File: config.mk
export PLATFORM = sky130hd
export DESIGN_NAME = midpoint_circle_rasterizer_top
export DESIGN_NICKNAME = d
export VERILOG_FILES = /design/src/hw/rtl/mcr_pkg.sv /design/src/hw/rtl/mcr_core.sv /design/src/hw/rtl/mcr_emit.sv /design/src/hw/rtl/midpoint_circle_rasterizer_top.sv
export SDC_FILE = /design/constraint.sdc
export NUM_CORES = 1
export LEC_CHECK = 0
export BUFFER_PORTS_ARGS = -buffer_cell sky130_fd_sc_hd__buf_2
export CORE_ASPECT_RATIO = 0.8
export CORE_MARGIN = 2
export CORE_UTILIZATION = 55
export CTS_CLUSTER_SIZE = 24
export DETAILED_ROUTE_END_ITERATION = 12
export PLACE_DENSITY = 0.79
export SKIP_CTS_REPAIR_TIMING = 1
export SYNTH_ARGS = -nofsm -noshare
export SYNTH_HDL_FRONTEND = slang
export SYNTH_HIERARCHICAL = 1
export SYNTH_SLANG_ARGS = --single-unit
File: constraint.sdc
create_clock -name clk -period 30.5 [get_ports clk]
set_input_delay 1.525 -clock clk [delete_from_list [all_inputs] [get_ports clk]]
set_output_delay 1.525 -clock clk [all_outputs]
set_load 0.01 [all_outputs]
File: src/hw/rtl/mcr_pkg.sv
package mcr_pkg;

    localparam int COORD_BITS = 16;
    localparam int PT_BITS    = COORD_BITS + 1;
    localparam int RAD_BITS   = COORD_BITS - 1;
    localparam int DEC_BITS   = COORD_BITS + 4;
    localparam int CFG_BITS   = 16;
    localparam int COLOUR_BITS = 32;
    localparam int CFG_IDX_BITS = 1;
    localparam int PTS_PER_STEP = 8;
    localparam int CNT_BITS   = $clog2(PTS_PER_STEP);

    localparam logic [CNT_BITS-1:0] LAST_PT = CNT_BITS'(PTS_PER_STEP - 1);

    localparam logic OP_START = 1'b0;
    localparam logic OP_STEP  = 1'b1;

    localparam logic [CFG_IDX_BITS-1:0] REG_FRAME_WIDTH  = 1'b0;
    localparam logic [CFG_IDX_BITS-1:0] REG_FRAME_HEIGHT = 1'b1;

    localparam logic [CFG_BITS-1:0] FRAME_WIDTH_RST  = CFG_BITS'(640);
    localparam logic [CFG_BITS-1:0] FRAME_HEIGHT_RST = CFG_BITS'(480);

    localparam logic [DEC_BITS-1:0] DEC_INIT    = DEC_BITS'(3);
    localparam logic [DEC_BITS-1:0] DEC_INC_NEG = DEC_BITS'(6);
    localparam logic [DEC_BITS-1:0] DEC_INC_POS = DEC_BITS'(10);

    typedef struct packed {
        logic signed [PT_BITS-1:0]    x;
        logic signed [PT_BITS-1:0]    y;
        logic signed [COORD_BITS-1:0] cx;
        logic signed [COORD_BITS-1:0] cy;
        logic [COLOUR_BITS-1:0]       colour;
        logic                         done;
    } job_t;

endpackage

File: src/hw/rtl/mcr_core.sv
module mcr_core (
    input  logic                                 clk,
    input  logic                                 rst_n,
    input  logic                                 accept,
    input  logic                                 opcode,
    input  logic signed [mcr_pkg::COORD_BITS-1:0] centre_x,
    input  logic signed [mcr_pkg::COORD_BITS-1:0] centre_y,
    input  logic [mcr_pkg::RAD_BITS-1:0]          radius,
    input  logic [mcr_pkg::COLOUR_BITS-1:0]       colour,
    output logic                                 push,
    output mcr_pkg::job_t                        job
);
    import mcr_pkg::*;

    logic                         active_reg, active_next;
    logic signed [COORD_BITS-1:0] cx_reg, cx_next;
    logic signed [COORD_BITS-1:0] cy_reg, cy_next;
    logic signed [PT_BITS-1:0]    x_reg, x_next;
    logic signed [PT_BITS-1:0]    y_reg, y_next;
    logic signed [DEC_BITS-1:0]   dec_reg, dec_next;
    logic [COLOUR_BITS-1:0]       colour_reg, colour_next;

    logic signed [PT_BITS-1:0]    x_inc;
    logic signed [PT_BITS-1:0]    y_dec;
    logic [PT_BITS:0]             diff;
    logic [DEC_BITS-1:0]          dec_neg;
    logic [DEC_BITS-1:0]          dec_pos;
    logic [DEC_BITS-1:0]          dec_start;

    // term updates, all wrapping at register width
    assign x_inc     = x_reg + PT_BITS'(1);
    assign y_dec     = y_reg - PT_BITS'(1);
    assign diff      = {x_reg[PT_BITS-1], x_reg} - {y_reg[PT_BITS-1], y_reg};
    assign dec_neg   = dec_reg + DEC_BITS'({x_reg, 2'b00}) + DEC_INC_NEG;
    assign dec_pos   = dec_reg + DEC_BITS'({diff, 2'b00}) + DEC_INC_POS;
    assign dec_start = DEC_INIT - DEC_BITS'({radius, 1'b0});

    assign push = accept && (opcode == OP_STEP) && active_reg;

    always_comb
    begin
        active_next = active_reg;
        cx_next     = cx_reg;
        cy_next     = cy_reg;
        x_next      = x_reg;
        y_next      = y_reg;
        dec_next    = dec_reg;
        colour_next = colour_reg;
        if (accept && (opcode == OP_START))
        begin
            active_next = 1'b1;
            cx_next     = centre_x;
            cy_next     = centre_y;
            x_next      = '0;
            y_next      = PT_BITS'(radius);
            dec_next    = dec_start;
            colour_next = colour;
        end
        else if (push)
        begin
            if (dec_reg[DEC_BITS-1])
            begin
                dec_next = dec_neg;
            end
            else
            begin
                dec_next = dec_pos;
                y_next   = y_dec;
            end
            x_next = x_inc;
            if (x_inc > y_next)
            begin
                active_next = 1'b0;
            end
        end
    end

    always_comb
    begin
        job.x      = x_reg;
        job.y      = y_reg;
        job.cx     = cx_reg;
        job.cy     = cy_reg;
        job.colour = colour_reg;
        job.done   = (x_next > y_next);
    end

    always_ff @(posedge clk or negedge rst_n)
    begin
        if (!rst_n)
        begin
            active_reg <= 1'b0;
            cx_reg     <= '0;
            cy_reg     <= '0;
            x_reg      <= '0;
            y_reg      <= '0;
            dec_reg    <= '0;
            colour_reg <= '0;
        end
        else
        begin
            active_reg <= active_next;
            cx_reg     <= cx_next;
            cy_reg     <= cy_next;
            x_reg      <= x_next;
            y_reg      <= y_next;
            dec_reg    <= dec_next;
            colour_reg <= colour_next;
        end
    end

endmodule

File: src/hw/rtl/mcr_emit.sv
module mcr_emit (
    input  logic                                   clk,
    input  logic                                   rst_n,
    input  logic                                   cfg_we,
    input  logic [mcr_pkg::CFG_IDX_BITS-1:0]       cfg_index,
    input  logic [mcr_pkg::CFG_BITS-1:0]           cfg_data,
    input  logic                                   push,
    input  mcr_pkg::job_t                          job,
    output logic                                   job_ready,
    output logic                                   out_valid,
    input  logic                                   out_stall,
    output logic signed [mcr_pkg::PT_BITS-1:0]     point_x,
    output logic signed [mcr_pkg::PT_BITS-1:0]     point_y,
    output logic [mcr_pkg::COLOUR_BITS-1:0]        point_colour,
    output logic                                   visible,
    output logic                                   last_of_step,
    output logic                                   circle_done
);
    import mcr_pkg::*;

    logic [CFG_BITS-1:0]       fw_reg, fw_next;
    logic [CFG_BITS-1:0]       fh_reg, fh_next;
    job_t                      job_reg, job_next;
    logic                      job_valid_reg, job_valid_next;
    logic [CNT_BITS-1:0]       cnt_reg, cnt_next;

    logic                      out_valid_reg, out_valid_next;
    logic signed [PT_BITS-1:0] px_reg, px_next;
    logic signed [PT_BITS-1:0] py_reg, py_next;
    logic [COLOUR_BITS-1:0]    colour_reg, colour_next;
    logic                      vis_reg, vis_next;
    logic                      last_reg, last_next;
    logic                      done_reg, done_next;

    logic                      out_load;
    logic                      job_end;
    logic signed [PT_BITS-1:0] col_off;
    logic signed [PT_BITS-1:0] row_off;
    logic signed [PT_BITS:0]   col;
    logic signed [PT_BITS:0]   row;
    logic                      col_in;
    logic                      row_in;

    assign out_load  = job_valid_reg && (!out_valid_reg || !out_stall);
    assign job_end   = out_load && (cnt_reg == LAST_PT);
    assign job_ready = !job_valid_reg || job_end;

    // octant select: bit 2 swaps axes, bit 0 mirrors column, bit 1 mirrors row
    always_comb
    begin
        col_off = cnt_reg[2] ? job_reg.y : job_reg.x;
        row_off = cnt_reg[2] ? job_reg.x : job_reg.y;
        col = {{2{job_reg.cx[COORD_BITS-1]}}, job_reg.cx};
        row = {{2{job_reg.cy[COORD_BITS-1]}}, job_reg.cy};
        if (cnt_reg[0])
        begin
            col = col - {col_off[PT_BITS-1], col_off};
        end
        else
        begin
            col = col + {col_off[PT_BITS-1], col_off};
        end
        if (cnt_reg[1])
        begin
            row = row - {row_off[PT_BITS-1], row_off};
        end
        else
        begin
            row = row + {row_off[PT_BITS-1], row_off};
        end
        col_in = !col[PT_BITS] && (col[PT_BITS-1:0] < {1'b0, fw_reg});
        row_in = !row[PT_BITS] && (row[PT_BITS-1:0] < {1'b0, fh_reg});
    end

    always_comb
    begin
        fw_next = fw_reg;
        fh_next = fh_reg;
        if (cfg_we)
        begin
            unique case (cfg_index)
                REG_FRAME_WIDTH:  fw_next = cfg_data;
                REG_FRAME_HEIGHT: fh_next = cfg_data;
                default:          fw_next = fw_reg;
            endcase
        end
    end

    always_comb
    begin
        job_next       = job_reg;
        job_valid_next = job_valid_reg;
        cnt_next       = cnt_reg;
        if (push)
        begin
            job_next       = job;
            job_valid_next = 1'b1;
        end
        else if (job_end)
        begin
            job_valid_next = 1'b0;
        end
        if (out_load)
        begin
            cnt_next = job_end ? '0 : cnt_reg + CNT_BITS'(1);
        end
    end

    always_comb
    begin
        out_valid_next = out_valid_reg;
        px_next        = px_reg;
        py_next        = py_reg;
        colour_next    = colour_reg;
        vis_next       = vis_reg;
        last_next      = last_reg;
        done_next      = done_reg;
        if (out_load)
        begin
            out_valid_next = 1'b1;
            px_next        = col[PT_BITS-1:0];
            py_next        = row[PT_BITS-1:0];
            colour_next    = job_reg.colour;
            vis_next       = col_in && row_in;
            last_next      = job_end;
            done_next      = job_end && job_reg.done;
        end
        else if (!out_stall)
        begin
            out_valid_next = 1'b0;
        end
    end

    always_ff @(posedge clk or negedge rst_n)
    begin
        if (!rst_n)
        begin
            fw_reg        <= FRAME_WIDTH_RST;
            fh_reg        <= FRAME_HEIGHT_RST;
            job_valid_reg <= 1'b0;
            cnt_reg       <= '0;
            out_valid_reg <= 1'b0;
        end
        else
        begin
            fw_reg        <= fw_next;
            fh_reg        <= fh_next;
            job_valid_reg <= job_valid_next;
            cnt_reg       <= cnt_next;
            out_valid_reg <= out_valid_next;
        end
    end

    always_ff @(posedge clk)
    begin
        job_reg    <= job_next;
        px_reg     <= px_next;
        py_reg     <= py_next;
        colour_reg <= colour_next;
        vis_reg    <= vis_next;
        last_reg   <= last_next;
        done_reg   <= done_next;
    end

    assign out_valid    = out_valid_reg;
    assign point_x      = px_reg;
    assign point_y      = py_reg;
    assign point_colour = colour_reg;
    assign visible      = vis_reg;
    assign last_of_step = last_reg;
    assign circle_done  = done_reg;

endmodule

File: src/hw/rtl/midpoint_circle_rasterizer_top.sv
// midpoint circle outline generator
// input channel (in_valid / in_stall): opcode 0 loads centre, radius and colour
// and starts a circle; opcode 1 advances the active circle by one step
// output channel (out_valid / out_stall): each step gives eight points in
// octant order, one transfer per cycle while out_stall is low, last_of_step
// on the eighth and circle_done on the eighth point of the final step
// a start, or a step while no circle is active, gives no points
// a step is registered in the job register and its first point then in the
// output register; the others follow one per cycle while out_stall is low
// the single output register sends one point per cycle unless stalled; the next
// item is taken in the cycle the eighth point is loaded, so steps run back to
// back with no gap
// frame_width / frame_height are written through cfg_we, cfg_index, cfg_data
// and only matter for the visible flag
// reset clears the circle state, drops pending points and sets the frame to
// 640 by 480
// while out_stall is high the current point holds; in_stall is high while a
// step still has points to load, so an output stall soon holds the input too
module midpoint_circle_rasterizer_top (
    input  logic                                  clk,
    input  logic                                  rst_n,
    input  logic                                  cfg_we,
    input  logic [mcr_pkg::CFG_IDX_BITS-1:0]      cfg_index,
    input  logic [mcr_pkg::CFG_BITS-1:0]          cfg_data,
    input  logic                                  in_valid,
    output logic                                  in_stall,
    input  logic                                  opcode,
    input  logic signed [mcr_pkg::COORD_BITS-1:0] centre_x,
    input  logic signed [mcr_pkg::COORD_BITS-1:0] centre_y,
    input  logic [mcr_pkg::RAD_BITS-1:0]          radius,
    input  logic [mcr_pkg::COLOUR_BITS-1:0]       colour,
    output logic                                  out_valid,
    input  logic                                  out_stall,
    output logic signed [mcr_pkg::PT_BITS-1:0]    point_x,
    output logic signed [mcr_pkg::PT_BITS-1:0]    point_y,
    output logic [mcr_pkg::COLOUR_BITS-1:0]       point_colour,
    output logic                                  visible,
    output logic                                  last_of_step,
    output logic                                  circle_done
);
    import mcr_pkg::*;

    logic accept;
    logic push;
    logic job_ready;
    job_t job;

    assign in_stall = !job_ready;
    assign accept   = in_valid && job_ready;

    mcr_core u_core (
        .clk      (clk),
        .rst_n    (rst_n),
        .accept   (accept),
        .opcode   (opcode),
        .centre_x (centre_x),
        .centre_y (centre_y),
        .radius   (radius),
        .colour   (colour),
        .push     (push),
        .job      (job)
    );

    mcr_emit u_emit (
        .clk          (clk),
        .rst_n        (rst_n),
        .cfg_we       (cfg_we),
        .cfg_index    (cfg_index),
        .cfg_data     (cfg_data),
        .push         (push),
        .job          (job),
        .job_ready    (job_ready),
        .out_valid    (out_valid),
        .out_stall    (out_stall),
        .point_x      (point_x),
        .point_y      (point_y),
        .point_colour (point_colour),
        .visible      (visible),
        .last_of_step (last_of_step),
        .circle_done  (circle_done)
    );

endmodule

==> metrics.txt, run 1 <==
crit path max fanout 64; Bufs on Longest Clock Path 3; Internal 1.462 mW; Crit path buffers/inverters 2; Worst path slowest cell o311ai_0; pin count of the biggest net entering global routing approximately 80; DR vias/cell 6.004; synth top area cells edfxtp_1 (26%), dfrtp_1 (19%), ha_1 (12%); yosys warns 6; clk_skew 0.02293 ns; pre-CTS setup slack between 20 and 25 ns; antenna violations before repair 0; Net Sw Frac 0.4323; clk sinks 323; Synth Flop Type edfxtp_1; core area 34800 um^2; Max-Cap Viols 0; WL/cell between 15 and 20 um; final net count 2377; Top delay family on crit path compound AO/OA/AOI/OAI gates; DRT Pass-1 Iters 6; most frequent cell after synthesis nand2_1; final period utilization 0.2003; crit-path cells buf_4, clkinv_1, o31ai_1, and3_1, a21oi_1, xor2_1, ha_1, a21oi_1, nand2_1, a21oi_1, a21oi_1, o21ai_0, a21oi_1, o311ai_0, ha_1, a211o_1, a31oi_1, nor4bb_1, and4b_1; # diodes 0; Yosys reg bits 323; Vias between 15000 and 20000; DRT antenna net count 0; area leader, netlist edfxtp_1; Hold WC Path Type reg -> reg; CP Data Arrival Time between 6 and 7 ns; CP Class reg -> reg; Worst path max stage delay about 0.76 ns; CP dominant cell by count a21oi_1; io pins 173; Slew Limit Fails 0; power per cell area approximately 120 nW/um^2; share of layout cells above drive strength 1 0.1448; initial core utilization 0.5601; CP Data Required Time 30.90 ns; Seq/Total Area, Yosys 0.4582; Unique masters post-synth between 80 and 90; Synth Instances 1920; max reg flops 99; grt total ovfl 0; worst vdd ir 0.1125 mV; Tot GR Track Use 0.2678; Final Hold Viols 0; Final setup viols 0; Clock power frac 0.163; number of global-route vias before repair 14830; Achievable Freq 163.7 MHz; Mapped Nets 2217; EDFF count, synth 168; Clk Latency, worst-skew pair 0.54 ns; switching pwr between 1 and 1.5 mW; Placed Instances ~2500; die height 172.4 um; final WL ~50000 um; Startpoint Class register; Setup WS post-layout between 20 and 25 ns; Logic pwr share 0.550; row count 61; cell chosen for the clock root clkbuf_16; syn_area_per_cell 10.15 um^2; CTS HTree Levels 2; Residual DRC 0; routability cong. 0.9701; Area growth, synth to finish 12.66%; Chip Width between 200 and 250 um; DP Wirelength between 30000 and 40000 um; Final Core Density 0.6310; fin crit period 6.110 ns; IO buf count between 150 and 200; fraction of power consumed by sequential logic 0.287; Syn Std Cell Area 19490 um^2; die area 36970 um^2; top post-synthesis cells by count nand2_1 (292), ha_1 (190), edfxtp_1 (168), dfrtp_1 (149), inv_1 (114); Tightest Pin Transition around 1.1 ns; final std cells w/o fill 2579; CTS tree yes; Post-synth ARST share 0.4799; first-pass GRT wire length 78880 um; clk slew on worst S/H paths 0.06 ns; post-synth top area share 0.2588; status complete, no violations; Leakage Power 9.897 nW; final setup TNS 0 ns; Worst Setup End Kind register; slew margin rel. 0.2711; fill cell count 2825; RSZ-0062 raised after global routing no; Num CTS Buffers 35; drt initial violations between 1000 and 1500; Final Total Pwr 2.575 mW
## final timing paths
kind / end / slack [ns] / cells after the start / startpoint
max: u_emit/visible$_DFFE_PP_ / 24.39 / 19 / u_emit/cnt_reg[2]$_DFFE_PN0P_
min: u_emit/point_colour[7]$_DFFE_PP_ / 0.41 / 0 / u_emit/job_reg[8]$_DFFE_PP_
max reg2reg: u_emit/visible$_DFFE_PP_ / 24.39 / 19 / u_emit/cnt_reg[2]$_DFFE_PN0P_
min reg2reg: u_emit/point_colour[7]$_DFFE_PP_ / 0.41 / 0 / u_emit/job_reg[8]$_DFFE_PP_
max in group asynchronous: u_emit/cnt_reg[2]$_DFFE_PN0P_ / 27.82 / 2 / rst_n
min in group asynchronous: u_core/dec_reg[11]$_DFFE_PN0P_ / 1.07 / 1 / rst_n
## cells by family (layout without fill, tap and decap cells)
family / Yosys count / count (layout) / share of synthesized area
flops: 323 / 323 / 0.4582
fa+ha+maj: 195 / 195 / 0.1271
xor+xnor: 136 / 136 / 0.06110
mux: 55 / 55 / 0.03017
compound gates: 409 / 409 / 0.1381
buf+inv: 177 / 364 / 0.03543
simple gates: 625 / 625 / 0.1499
## routing by layer
metal / up-vias / wire (um) / GRT usage
met5: - / 0 / 0
li1: 7266 / - / -
met4: 0 / 1701 / 0.09813
met1: 7393 / 21790 / 0.3753
met2: 704 / 22530 / 0.4308
met3: 122 / 3559 / 0.03395
## area by class of cell
type,instances,area [um^2],share of cell area
Sequential cell,323,8932,0.4067
Timing Repair Buffer,184,957.2,0.04358
Clock inverter,17,147.6,0.006723
Tap cell,472,590.6,0.02689
Inverter,116,437.9,0.01994
Multi-Input combinational cell,1420,9903,0.4509
Clock buffer,47,993.5,0.04523
## stage by stage
stage	hold slack, ns	cell area [um^2]
2_1_floorplan	0.4003	19490
3_3_place_gp	0.4012	20820
3_5_place_dp	0.4045	20820
4_1_cts	0.4160	21960
5_1_grt	0.4225	21960
6_report	0.4146	21960
## power by group through the flow
| stage | sequential [mW] | combinational [mW] | clock, mW |
|---|---|---|---|
| after global routing | 0.754 | 1.57 | 0.445 |
| final | 0.738 | 1.42 | 0.420 |
| after detailed placement | 0.744 | 1.38 | 0 |
| after global placement | 0.737 | 1.31 | 0 |
| after CTS | 0.737 | 1.39 | 0.427 |
| after floorplan | 0.730 | 1.02 | 0 |
## layout by cell type (no fill, tap or decap), types with 26 or more instances in the layout
| cell | instances |
|---|---|
| xnor2_1 | 77 |
| nor2_1 | 96 |
| dfrtp_1 | 148 |
| mux2_2 | 27 |
| nand3_1 | 36 |
| nor3_1 | 47 |
| clkbuf_16 | 37 |
| mux2i_1 | 27 |
| inv_1 | 113 |
| xor2_1 | 59 |
| a21oi_1 | 108 |
| buf_2 | 171 |
| a21o_1 | 40 |
| nand2_1 | 292 |
| o21ai_0 | 91 |
| edfxtp_1 | 168 |
| nor2b_1 | 26 |
| ha_1 | 190 |
No activity file was read; power rests on OpenSTA's default activity.
==> run 2, diff against run 1 <==
==> constraint.sdc (replaced) <==
create_clock -name clk -period 5.7 [get_ports clk]
set_input_delay 0.285 -clock clk [delete_from_list [all_inputs] [get_ports clk]]
set_output_delay 0.285 -clock clk [all_outputs]
set_load 0.01 [all_outputs]
==> run 2 against run 1 <==
Compared with the run above:
- the run now ends with hold timing left
- routed wire length rose by 3.5%
- non-clock buffer count rose by 76
- die area did not move
- flip-flop and latch count did not move
- highest routed layer unchanged
- sequential power rose to 5.4 times the previous value
- global-route usage rose by 0.55 points
- combinational power rose to 5.3 times the previous value
- critical path depth rose by 1
- sequential share of layout area fell by 1.3 points
==> metrics.txt, run 2 (synthesis gave the netlist of run 1 again) <==
R2R depth 20; Bufs on Longest Clock Path 3; Residual DRC 0; Worst Setup End Kind register; cell chosen for the clock root clkbuf_16; die area approximately 37000 um^2; grt total ovfl 0; final std cells w/o fill 2655; fill cell count 2763; CP Data Arrival Time between 5 and 6 ns; drt initial violations 1362; final net count 2453; Net Sw Frac 0.4285; status complete, but fails checks; fin area 22670 um^2; final period utilization 0.9091; Min-Delay Endpoint u_core/colour_reg[6]$_DFFE_PN0P_; Final Total Pwr around 14 mW; Slew Limit Fails 0; switching pwr 5.875 mW; # diodes 0; Final Hold Viols 4; CP Data Required Time 6.10 ns; clk slew on worst S/H paths 0.06 ns; core area 34800 um^2; Num CTS Buffers 35; most common cell after layout, fill and taps aside nand2_1; IO buf count about 170; failing checks hold timing; clk_skew 0.01437 ns; max reg flops 99; Vias 15600; r2r setup slk 0.52 ns; CTS HTree Levels 2; slew margin rel. 0.2423; final setup TNS 0 ns; placed cell area 20930 um^2; hold_sp colour[6]; die height between 150 and 200 um; Internal 7.837 mW; initial core utilization 0.5601; first-pass GRT wire length between 80000 and 90000 um; Placed Instances 2529; Tot GR Track Use 0.2733; worst reg2reg startpoint u_emit/cnt_reg[2]$_DFFE_PN0P_; CTS tree yes; final hold slack -0.04434 ns; fraction of power consumed by sequential logic 0.288; Chip Width between 200 and 250 um; DRT antenna net count 0; pin count of the biggest net entering global routing 93; worst vdd ir 0.5636 mV; Hold WC Path Type in -> reg; Clock power frac 0.162; Tightest Pin Transition 1.137 ns; WL/cell 19.34 um; Startpoint Class register; row count 61; routability cong. slightly below 1; Clk Latency, worst-skew pair 0.54 ns; FF-to-FF End u_emit/visible$_DFFE_PP_; DRT Pass-1 Iters 5; crit path max fanout 26; pre-CTS setup slack ~0.33 ns; final WL 51340 um; most frequent cells in the layout nand2_1 (292), ha_1 (190), buf_2 (171), edfxtp_1 (168), dfrtp_1 (148); number of global-route vias before repair roughly 15000; Area growth, synth to finish 16.31%; RSZ-0062 raised after global routing no; Leakage Power between 10 and 15 nW; power per cell area 604.8 nW/um^2; antenna violations before repair 0; DR vias/cell a little under 6; Setup WS post-layout 0.5183 ns; fin crit period 5.182 ns; DP Wirelength approximately 37000 um; Max-Cap Viols 0; Logic pwr share 0.550; Final setup viols 0; share of layout cells above drive strength 1 0.1438; Achievable Freq 193.0 MHz; WHS Path Cells 3; clk sinks around 320; io pins 173; CP Class reg -> reg; Final Core Density 0.6515
-- run 2: changes by cell type in the layout (fill, tap and decap cells not counted), sizes merged --
cell / previous run / this run
buf: 184 / 198
clkinv: 11 / 12
clkbuf: 47 / 52
dlygate4sd3: 0 / 62
clkinvlp: 4 / 0
inv: 117 / 115
-- run 2: cell type report --
class                      instances  area, um^2  area share
multi-input combinational       1420        9910      0.4371
clock buffer                      52       969.7     0.04277
timing repair buffer             260        1683     0.07422
inverter                         116       437.9     0.01931
clock inverter                    12       147.6    0.006512
sequential                       323        8935      0.3941
tap                              472       590.6     0.02605
-- run 2: routing by layer --
metal | track usage | routed length [um] | vias up
met4 | 0.08394 | 1522 | 0
li1 | - | - | 7418
met3 | 0.03518 | 3241 | 117
met2 | 0.4481 | 23910 | 575
met5 | 0 | 0 | -
met1 | 0.3823 | 22660 | 7487
-- run 2: power by group through the flow --
stage               clock network (mW)  registers (mW)  logic, mW
floorplan                            0            3.88       5.46
global placement                     0            3.93       7.09
detailed placement                   0            3.98       7.38
CTS                               2.26            3.94       7.44
global route                      2.35            4.03       8.46
finish                            2.22            3.95       7.54
-- run 2: worst max path at each step --
stage,from,end,slack [ns],cells past startpoint
global route,u_emit/cnt_reg[2]$_DFFE_PN0P_,u_emit/visible$_DFFE_PP_,0.06,21
CTS,u_emit/cnt_reg[2]$_DFFE_PN0P_,u_emit/visible$_DFFE_PP_,0.32,20
floorplan,u_emit/out_valid$_DFFE_PN0P_,u_emit/job_reg[0]$_DFFE_PP_,0.14,20
finish,u_emit/cnt_reg[2]$_DFFE_PN0P_,u_emit/visible$_DFFE_PP_,0.52,20
detailed placement,u_emit/cnt_reg[2]$_DFFE_PN0P_,u_emit/visible$_DFFE_PP_,0.33,20
global placement,u_emit/cnt_reg[2]$_DFFE_PN0P_,u_emit/visible$_DFFE_PP_,0.48,20
-- run 2: worst max-delay path: stages (launching register included) --
cell      delay [ns]
dfrtp_4         0.64
mux2i_1         0.30
ha_1            0.21
o21a_1          0.14
o21ai_0         0.19
nand2b_1        0.15
xnor2_1         0.11
ha_1            0.22
or3_1           0.45
a2111o_1        0.37
a31o_1          0.23
a21o_1          0.21
xnor2_1         0.17
ha_1            0.21
a211oi_1        0.33
o211ai_1        0.14
a21oi_1         0.16
o21ai_0         0.13
a31oi_1         0.18
nor4bb_1        0.30
and4b_1         0.22
==> run 3, diff against run 2 <==
--- a/config.mk
+++ b/config.mk
@@ -6,12 +6,13 @@
 export NUM_CORES = 1
 export LEC_CHECK = 0
 export BUFFER_PORTS_ARGS = -buffer_cell sky130_fd_sc_hd__buf_2
+export CELL_PAD_IN_SITES_DETAIL_PLACEMENT = 1
+export CELL_PAD_IN_SITES_GLOBAL_PLACEMENT = 2
 export CORE_ASPECT_RATIO = 0.8
 export CORE_MARGIN = 2
-export CORE_UTILIZATION = 55
-export CTS_CLUSTER_SIZE = 24
+export CORE_UTILIZATION = 39
 export DETAILED_ROUTE_END_ITERATION = 12
-export PLACE_DENSITY = 0.79
+export PLACE_DENSITY = 0.84
 export SKIP_CTS_REPAIR_TIMING = 1
 export SYNTH_ARGS = -nofsm -noshare
 export SYNTH_HDL_FRONTEND = slang
==> run 3 against run 2 <==
Compared with the run above:
- the run still ends with hold timing left
- first-iteration DRC count fell by 53%
- core utilization fell by 18 points
- die area rose by 40%
- clock power rose by 9%
- routed wire length rose by 12%
- clock-buffer cell count rose by 1
- sequential share of layout area fell by 0.87 points
- sequential power barely moved
- non-clock buffer count rose by 15
- global-route usage fell by 5.4 points
- final area rose by 2.2%
- setup slack got worse by 0.077 ns
==> metrics.txt, run 3 (synthesis gave the netlist of run 1 again) <==
CTS HTree Levels 2; status complete, but fails checks; Tightest Pin Transition 1.063 ns; Clk Latency, worst-skew pair roughly 0.56 ns; core area around 50000 um^2; Hold WC Path Type in -> reg; grt total ovfl 0; CP Data Required Time around 6.1 ns; Worst path slowest cell dfrtp_2; fraction of power consumed by sequential logic 0.279; share of layout cells above drive strength 1 0.1463; Final Hold Viols 3; final net count 2470; Worst Setup End Kind register; WL/cell 20.06 um; clk sinks 323; DP Wirelength 42810 um; crit path max fanout 15; most common cell after layout, fill and taps aside nand2_1; failing checks hold timing; Leakage Power slightly above 10 nW; die area 51800 um^2; Max-Cap Viols 0; fin crit period about 5.3 ns; Worst path max stage delay 0.56 ns; # diodes 0; Area growth, synth to finish 18.91%; drt initial violations 640; clk_skew 0.02427 ns; power per cell area 610.8 nW/um^2; max reg flops 99; Net Sw Frac 0.4297; Chip Width around 250 um; gr busiest metal met2; Startpoint Class register; Tot GR Track Use 0.2191; CTS tree yes; number of global-route vias before repair 15900; final WL 57690 um; CP Class reg -> reg; slew margin rel. 0.2879; DR vias/cell around 5.4; met1 Use GR 0.2960; initial core utilization 0.3938; Slew Limit Fails 0; Num CTS Buffers 37; final period utilization 0.9225; DRT Pass-1 Iters 4; Clock power frac 0.170; io pins 173; Internal ~8.1 mW; placed cell area between 20000 and 25000 um^2; Vias 15440; row count 73; Logic pwr share 0.551; IO buf count ~170; Residual DRC 0; crit-path cells clkinv_1, o31ai_1, buf_4, and3_1, a21oi_1, xor2_1, ha_1, o21ai_0, a311oi_1, a211oi_1, o41ai_1, a21oi_1, xnor2_1, ha_1, a21o_1, a211o_1, a31oi_1, nor4bb_1, and4b_1; Achievable Freq 190.2 MHz; Setup WS post-layout 0.4415 ns; Placed Instances 2735; cell chosen for the clock root clkbuf_16; final setup TNS 0 ns; pin count of the biggest net entering global routing 84; final hold slack -0.005591 ns; GR Layer Usage met2 0.3702; routability cong. 0.8878; die height 204.0 um; final std cells w/o fill ~2900; grt met3 use 0.03006; DRT antenna net count 0; first-pass GRT wire length 88800 um; Final setup viols 0; most frequent cells in the layout nand2_1 (292), ha_1 (190), buf_2 (171), edfxtp_1 (168), dfrtp_1 (148); RSZ-0062 raised after global routing no; CP Data Arrival Time between 5 and 6 ns; antenna violations before repair 0; clk slew on worst S/H paths roughly 0.070 ns; fin area 23180 um^2; pre-CTS setup slack approximately 0.46 ns; Bufs on Longest Clock Path 3; switching pwr 6.084 mW; worst vdd ir ~0.33 mV
## run 3: cell count changes in the layout (fill, tap and decap cells not counted), sizes merged
cell | previous run | this run
dlygate4sd3 | 62 | 74
clkinv | 12 | 8
buf | 198 | 201
bufinv | 1 | 3
clkinvlp | 0 | 2
inv | 115 | 117
clkbuf | 52 | 53
## run 3: routing by layer
layer  up-vias  routed length [um]
met2       226               27850
met4         0                1234
met1      7716               26820
met3        64                1783
met5         -                   0
li1       7429                   -
## run 3: stage by stage
| step | hold slack, ns | power [mW] | utilization |
|---|---|---|---|
| floorplan | -0.01059 | 9.334 | - |
| global placement | 0.3900 | 11.31 | 0.4286 |
| detailed placement | 0.4052 | 11.71 | 0.4286 |
| CTS | -0.1877 | 14.21 | 0.4533 |
| global route | -0.01018 | 15.34 | 0.4682 |
| finish | -0.005591 | 14.16 | 0.4682 |
## run 3: power by group through the flow
stage | clock (mW) | sequential (mW) | combinational [mW]
3_3_place_gp | 0 | 3.94 | 7.37
6_report | 2.41 | 3.94 | 7.80
3_5_place_dp | 0 | 3.99 | 7.73
4_1_cts | 2.48 | 3.95 | 7.77
2_1_floorplan | 0 | 3.88 | 5.46
5_1_grt | 2.56 | 4.03 | 8.75
## run 3: worst max-delay path: cells and delay by family, from the launching register on
kind | cells | cell delay (ns)
simple gates | 3 | 0.72
compound gates | 10 | 2.24
fa+ha+maj | 2 | 0.69
xor+xnor | 2 | 0.41
buf+inv | 2 | 0.50
flops | 1 | 0.56
## run 3: worst paths after layout
| check | from | to | slack, ns | depth (start not counted) |
|---|---|---|---|---|
| worst max-delay path | u_emit/cnt_reg[2]$_DFFE_PN0P_ | u_emit/visible$_DFFE_PP_ | 0.44 | 19 |
| worst min-delay path | cfg_data[9] | u_emit/fw_reg[9]$_DFFE_PN1P_ | -0.006 | 3 |
| worst max register to register | u_emit/cnt_reg[2]$_DFFE_PN0P_ | u_emit/visible$_DFFE_PP_ | 0.44 | 19 |
| worst min register to register | u_emit/job_reg[18]$_DFFE_PP_ | u_emit/point_colour[17]$_DFFE_PP_ | 0.42 | 0 |
| max in group asynchronous | rst_n | u_core/colour_reg[8]$_DFFE_PN0P_ | 4.05 | 3 |
| min in group asynchronous | rst_n | u_emit/fw_reg[2]$_DFFE_PN0P_ | 0.36 | 2 |
## run 3: layout make-up
type | instances | area (um^2)
Fill cell | 5577 | 26330
Multi-Input combinational cell | 1420 | 9906
Sequential cell | 323 | 8932
Timing Repair Buffer | 275 | 1838
Clock buffer | 53 | 1059
Tap cell | 675 | 844.6
Inverter | 116 | 437.9
Clock inverter | 14 | 162.7
